### src/design/ovl_pkg.sv
// Shared types and constants for the ordered value list.
`timescale 1ns / 1ps

package ovl_pkg;

	// Number of list slots, one cell per slot
	localparam int CAPACITY = 16;
	localparam int IDX_W    = (CAPACITY > 1) ? $clog2(CAPACITY) : 1;
	localparam int CNT_W    = $clog2(CAPACITY + 1);
	localparam int VAL_W    = 32;

	typedef enum logic [1:0] {
		OP_APPEND = 2'd0,
		OP_INSERT = 2'd1,
		OP_DELETE = 2'd2,
		OP_DUMP   = 2'd3
	} opcode_t;

	typedef enum logic [2:0] {
		ST_ADDED    = 3'd0,
		ST_DELETED  = 3'd1,
		ST_EMPTY    = 3'd2,
		ST_NOTFOUND = 3'd3,
		ST_FULL     = 3'd4,
		ST_LISTED   = 3'd5
	} status_t;

	// What every cell does on this clock
	typedef enum logic [2:0] {
		CC_HOLD,
		CC_APPEND,
		CC_INSERT,
		CC_DELETE,
		CC_ROTATE
	} cell_cmd_t;

	typedef struct packed {
		cell_cmd_t          cmd;
		logic [CNT_W-1:0]   occ;
	} cell_ctl_t;

	typedef enum logic {
		S_IDLE,
		S_DUMP
	} ctrl_state_t;

endpackage

### src/design/ovl_cell.sv
// One list slot: holds a value and moves it to or from its neighbors.
`timescale 1ns / 1ps

module ovl_cell (
	input  logic                             clk,
	input  logic [ovl_pkg::IDX_W-1:0]        idx,
	input  ovl_pkg::cell_ctl_t               ctl,
	input  logic signed [ovl_pkg::VAL_W-1:0] operand,
	input  logic signed [ovl_pkg::VAL_W-1:0] left_val,
	input  logic signed [ovl_pkg::VAL_W-1:0] right_val,
	input  logic signed [ovl_pkg::VAL_W-1:0] head_val,
	input  logic                             match_in,
	output logic                             match_out,
	output logic signed [ovl_pkg::VAL_W-1:0] value
);
	import ovl_pkg::*;

	logic signed [VAL_W-1:0] value_q;
	logic signed [VAL_W-1:0] value_d;
	logic                    in_list;
	logic                    is_tail;
	logic                    match_here;

	assign in_list    = CNT_W'(idx) < ctl.occ;
	assign is_tail    = (CNT_W'(idx) + CNT_W'(1)) == ctl.occ;
	assign match_here = in_list && (value_q == operand);
	// At or past the first match in the list
	assign match_out  = match_in || match_here;
	assign value      = value_q;

	// Next value of this slot
	always_comb begin
		value_d = value_q;
		unique case (ctl.cmd)
			CC_HOLD:   value_d = value_q;
			CC_APPEND: if (CNT_W'(idx) == ctl.occ) value_d = operand;
			CC_INSERT: value_d = left_val;
			CC_DELETE: if (match_out) value_d = right_val;
			CC_ROTATE: value_d = is_tail ? head_val : right_val;
			default:   value_d = value_q;
		endcase
	end

	always_ff @(posedge clk) begin
		value_q <= value_d;
	end

endmodule

### src/design/ovl_ctrl.sv
// Command decode, occupancy count, dump sequencing and result register.
`timescale 1ns / 1ps

module ovl_ctrl (
	input  logic                             clk,
	input  logic                             arst_n,
	input  logic                             in_valid,
	output logic                             in_ready,
	input  logic [1:0]                       opcode,
	input  logic                             found,
	input  logic signed [ovl_pkg::VAL_W-1:0] head_val,
	output ovl_pkg::cell_ctl_t               ctl,
	output logic                             out_valid,
	input  logic                             out_ready,
	output logic [2:0]                       status,
	output logic signed [ovl_pkg::VAL_W-1:0] element,
	output logic                             last
);
	import ovl_pkg::*;

	ctrl_state_t             state_q, state_d;
	logic [CNT_W-1:0]        occ_q, occ_d;
	logic [CNT_W-1:0]        pos_q, pos_d;
	logic                    out_vld_q;
	status_t                 status_q, status_d;
	logic signed [VAL_W-1:0] element_q, element_d;
	logic                    last_q, last_d;
	logic                    load;
	logic                    take;
	logic                    accept;
	logic                    full;
	logic                    empty;
	cell_cmd_t               cmd;

	assign take     = !out_vld_q || out_ready;
	assign in_ready = (state_q == S_IDLE) && take;
	assign accept   = in_valid && in_ready;
	assign full     = occ_q == CNT_W'(CAPACITY);
	assign empty    = occ_q == '0;

	assign ctl.cmd  = cmd;
	assign ctl.occ  = occ_q;

	// Next state, cell command and result
	always_comb begin
		state_d   = state_q;
		occ_d     = occ_q;
		pos_d     = pos_q;
		cmd       = CC_HOLD;
		load      = 1'b0;
		status_d  = status_q;
		element_d = '0;
		last_d    = 1'b1;
		unique case (state_q)
			S_IDLE: begin
				if (accept) begin
					load = 1'b1;
					unique case (opcode_t'(opcode))
						OP_APPEND, OP_INSERT: begin
							if (full) begin
								status_d = ST_FULL;
							end else begin
								cmd      = (opcode_t'(opcode) == OP_APPEND) ? CC_APPEND
								                                            : CC_INSERT;
								occ_d    = occ_q + CNT_W'(1);
								status_d = ST_ADDED;
							end
						end
						OP_DELETE: begin
							if (empty) begin
								status_d = ST_EMPTY;
							end else if (found) begin
								cmd      = CC_DELETE;
								occ_d    = occ_q - CNT_W'(1);
								status_d = ST_DELETED;
							end else begin
								status_d = ST_NOTFOUND;
							end
						end
						OP_DUMP: begin
							if (empty) begin
								status_d = ST_EMPTY;
							end else begin
								// First entry goes out now, the rest in S_DUMP
								cmd       = CC_ROTATE;
								status_d  = ST_LISTED;
								element_d = head_val;
								last_d    = occ_q == CNT_W'(1);
								pos_d     = CNT_W'(1);
								if (occ_q != CNT_W'(1)) state_d = S_DUMP;
							end
						end
						default: status_d = ST_EMPTY;
					endcase
				end
			end
			S_DUMP: begin
				if (take) begin
					load      = 1'b1;
					cmd       = CC_ROTATE;
					status_d  = ST_LISTED;
					element_d = head_val;
					last_d    = pos_q == (occ_q - CNT_W'(1));
					pos_d     = pos_q + CNT_W'(1);
					if (last_d) state_d = S_IDLE;
				end
			end
			default: state_d = S_IDLE;
		endcase
	end

	always_ff @(posedge clk or negedge arst_n) begin
		if (!arst_n) begin
			state_q   <= S_IDLE;
			occ_q     <= '0;
			pos_q     <= '0;
			out_vld_q <= 1'b0;
		end else begin
			state_q <= state_d;
			occ_q   <= occ_d;
			pos_q   <= pos_d;
			if (load) out_vld_q <= 1'b1;
			else if (out_ready) out_vld_q <= 1'b0;
		end
	end

	// Result payload
	always_ff @(posedge clk) begin
		if (load) begin
			status_q  <= status_d;
			element_q <= element_d;
			last_q    <= last_d;
		end
	end

	assign out_valid = out_vld_q;
	assign status    = status_q;
	assign element   = element_q;
	assign last      = last_q;

endmodule

### src/design/ordered_value_list_top.sv
// Top level: controller plus a row of list cells.
// Append, insert and delete: one item per cycle unless the result output stalls; results are registered.
// Dump of N entries: N results, one per cycle unless the result output stalls; the list rotates through cell 0.
// A new item is taken only once the last result of a dump has been loaded.
// Reset (arst_n low) empties the list and drops any pending result; cell
// contents are not cleared and are only read below the occupancy count.
`timescale 1ns / 1ps

module ordered_value_list_top (
	input  logic                             clk,
	input  logic                             arst_n,
	input  logic                             in_valid,
	output logic                             in_ready,
	input  logic [1:0]                       opcode,
	input  logic signed [ovl_pkg::VAL_W-1:0] operand,
	output logic                             out_valid,
	input  logic                             out_ready,
	output logic [2:0]                       status,
	output logic signed [ovl_pkg::VAL_W-1:0] element,
	output logic                             last
);
	import ovl_pkg::*;

	cell_ctl_t               ctl;
	logic signed [VAL_W-1:0] vals [CAPACITY];
	logic [CAPACITY:0]       match_chain;

	assign match_chain[0] = 1'b0;

	ovl_ctrl u_ctrl (
		.clk      (clk),
		.arst_n   (arst_n),
		.in_valid (in_valid),
		.in_ready (in_ready),
		.opcode   (opcode),
		.found    (match_chain[CAPACITY]),
		.head_val (vals[0]),
		.ctl      (ctl),
		.out_valid(out_valid),
		.out_ready(out_ready),
		.status   (status),
		.element  (element),
		.last     (last)
	);

	// Row of cells, slot 0 is the head of the list
	for (genvar k = 0; k < CAPACITY; k++) begin : g_cell
		logic signed [VAL_W-1:0] left_v;
		logic signed [VAL_W-1:0] right_v;

		if (k == 0) begin : g_head
			assign left_v = operand;
		end else begin : g_body
			assign left_v = vals[k-1];
		end

		if (k == CAPACITY - 1) begin : g_end
			assign right_v = vals[k];
		end else begin : g_mid
			assign right_v = vals[k+1];
		end

		ovl_cell u_cell (
			.clk      (clk),
			.idx      (IDX_W'(k)),
			.ctl      (ctl),
			.operand  (operand),
			.left_val (left_v),
			.right_val(right_v),
			.head_val (vals[0]),
			.match_in (match_chain[k]),
			.match_out(match_chain[k+1]),
			.value    (vals[k])
		);
	end

endmodule

### config.mk
export PLATFORM = sky130hd
export DESIGN_NAME = ordered_value_list_top
export DESIGN_NICKNAME = d
export VERILOG_FILES = /design/src/design/ovl_pkg.sv /design/src/design/ovl_cell.sv /design/src/design/ovl_ctrl.sv /design/src/design/ordered_value_list_top.sv
export SDC_FILE = /design/constraint.sdc
export NUM_CORES = 2
export LEC_CHECK = 0
export ABC_AREA = 1
export BUFFER_PORTS_ARGS = -buffer_cell sky130_fd_sc_hd__buf_2
export CAP_MARGIN = 0
export CORE_MARGIN = 1
export CORE_UTILIZATION = 50
export DETAILED_ROUTE_END_ITERATION = 16
export PLACE_DENSITY_LB_ADDON = 0.1
export SYNTH_ARGS = -nofsm -noshare
export SYNTH_HDL_FRONTEND = slang
export SYNTH_HIERARCHICAL = 1
export SYNTH_SLANG_ARGS = --single-unit
### constraint.sdc
create_clock -name clk -period 16.4 [get_ports clk]
set_clock_uncertainty 0.05 [all_clocks]
set_input_delay 0.82 -clock clk [delete_from_list [all_inputs] [get_ports clk]]
set_output_delay 0.82 -clock clk [all_outputs]
set_load 0.05 [all_outputs]
==> results.toml <==
[floorplanning]
fp.dieH_um = 334
coreArea_mm2 = 0.109
rows = 121
start_util_pct = 50.5
die_area_mm2 = 0.111
chipWidth_um = 334
ios = 76

[placement]
dp_hpwl_mm = 161
placed_area_mm2 = 0.0576
numPortBuffers = 75
gp_congestion = 0.965

[finish]
stdcell_area_mm2 = 0.0598
fillers = 10900
layout-area-overhead-vs-synth_pct = 8.74
layout_common_cells = "nand2_1 (3521), inv_1 (1768), nand3_1 (774)"
drive_gt1_share_pct = 5.48
final_common_cell = "nand2_1"
seq_area_mm2 = 0.0168
multi_input_area_mm2 = 0.0307
final_util_pct = 54.9
nets = 9150

[cts]
postCtsSetupBuffers = 0
cts_tree = "done"
cts_buffer_depth = 3
root_buffer = "clkbuf_16"
cts_hold_buf = 1
cts_resized = 0
numCtsBuffers = 74
cts.sinks = 560
path_clk_slew_ns = 0.06
htreeDepth = 3
clkLatencyLatePin_ns = 0.67

[yosys]
syn-mean-instance-area_um2 = 6.26
synth_area_mm2 = 0.0550
synth-seq-area-share_pct = 30.5
synth_top_area_share_pct = 29.9
yosysTopAreaCell = "edfxtp_1"
synth-edff-count = 548
synth_seq_cells = 560
synthCells = 8783
ys_async_sr_fraction_pct = 2.14
synthTopCellsByArea = "edfxtp_1 (30%), nand2_1 (24%), inv_1 (12%), nand3_1 (7.0%), nand4_1 (6.6%)"
synth_cell_types = 37
synth_ff_type = "edfxtp_1"
ys_warn_count = 6

[grt]
grt_pass1_wl_mm = 352
grt_max_degree = 50
grt_usage_pct = 42.4
antenna_found_initial = 8
gr-total-overflow = 0
grt_pass1_vias = 52700

[timing]
post-route-min-period_ns = 8.41
hold_viol = 0
final.period_utilization_pct = 51.3
timing.fmax_ghz = 0.119
relSlewSlack_pct = 10.5
tns_ns = 0
worst_pin_slew_ns = 1.34
setup_viol_count_final = 0
rsz0062_at_grt = "no"
final_max_slew_viol_count = 0

[job]
maxCapViolCount = 0

[power]
peakVddDrop_mv = 0.142
powerDensity_mw_per_mm2 = 184
leakage_nw = 30.6
power_mw = 11.0

[setup_path]
path_common_cell = "nand2_1"
critPathArrivalTime_ns = 8.86
cp.required_ns = 16.85
setup.worst_path.class = "reg2reg"
cp-start-kind = "register"
crit_buf_inv = 20
endpoint_kind = "register"
slowest_stage = "dfrtp_1"
cp_max_fo = 45
cpPeakStageDelay_ns = 0.97
path_delay_family = "buffers and inverters"

[route]
ant_nets = 0
dr.pass1.iters = 10
wl_per_cell_um = 23.2
drt_iter0_drc = 10200
drc = 0
vias = 60300
vias_per_cell = 5.75
wl_mm = 244

[outcome]
status = "complete, no violations"

[min_path]
hp-class = "in2reg"
[worst min-delay path, delay by kind of cell]
kind | cells | cell delay (ns)
simple gates | 1 | 0.07
buf+inv | 2 | 0.14
[cells by family (layout without fill, tap and decap cells)]
kind of cell,count (synthesis),after routing,share of synthesized area [%]
fa+ha+maj,85,85,1.93
compound gates,92,92,0.976
flops,560,560,30.5
other cells,2,272,0.0137
simple gates,5717,5717,47.5
xor+xnor,196,196,3.12
buf+inv,2131,2162,16.0
[power by group]
group          total, mW  internal, mW  switching [mW]
Combinational       5.49          1.62            3.86
Sequential          3.88          2.57            1.31
Clock               1.61         0.893           0.717
Total               11.0          5.09            5.89
[cells in the mapped netlist (all sizes together), types with 85 or more instances]
| master | number |
|---|---|
| buf | 196 |
| clkbuf | 144 |
| edfxtp | 548 |
| ha | 85 |
| inv | 1791 |
| nand2 | 3555 |
| nand3 | 775 |
| nand3b | 379 |
| nand4 | 583 |
| nor2 | 372 |
| xnor2 | 143 |
[through the flow]
stage               cells  worst slack, ns  hold WS [ns]
detailed placement  10400             7.77         0.530
global route        10500             7.62         0.361
finish              10500             7.99         0.345
global placement    10400             7.79         0.523
CTS                 10500             8.30         0.329
floorplan            9049             3.15         0.474
[per-layer routing]
layer	vias to the layer above	part of all wire (%)	track usage, %
met5	-	0.0062	0
met4	2	6.4	22.8
met3	718	16	12.0
met2	4438	39	59.3
met1	27500	38	58.8
li1	27700	-	-
[flip-flops by register name, indices dropped and copies added, names as in the netlist]
register             flops
u_ctrl/element          32
u_ctrl/out_valid         1
u_ctrl/last              1
u_ctrl/state_q           1
g_cell.u_cell/value    512
u_ctrl/occ_q             5
u_ctrl/pos_q             5
u_ctrl/status            3
[layout make-up]
| cell class | count | area share (%) |
|---|---|---|
| Antenna cell | 4 | 0.0167 |
| Clock buffer | 90 | 3.21 |
| Clock inverter | 39 | 0.502 |
| Inverter | 1791 | 11.2 |
| Multi-Input combinational cell | 6358 | 51.3 |
| Sequential cell | 560 | 28.0 |
| Tap cell | 1414 | 2.96 |
| Timing Repair Buffer | 242 | 2.74 |
[path summary, 6_finish.rpt]
kind	from	endpoint	slack, ns	depth (start not counted)
setup / recovery	u_ctrl/occ_q[2]$_DFFE_PN0P_	g_cell[10].u_cell/value[2]$_DFFE_PP_	7.99	47
hold / removal	in_valid	u_ctrl/out_valid$_DFFE_PN0P_	0.35	3
setup reg to reg	u_ctrl/occ_q[2]$_DFFE_PN0P_	g_cell[10].u_cell/value[2]$_DFFE_PP_	7.99	47
hold reg to reg	u_ctrl/pos_q[4]$_DFFE_PN0P_	u_ctrl/pos_q[4]$_DFFE_PN0P_	0.54	2
max in group asynchronous	arst_n	u_ctrl/occ_q[3]$_DFFE_PN0P_	15.50	2
min in group asynchronous	arst_n	u_ctrl/out_valid$_DFFE_PN0P_	0.53	2
Power figures use the tool's default switching activity.
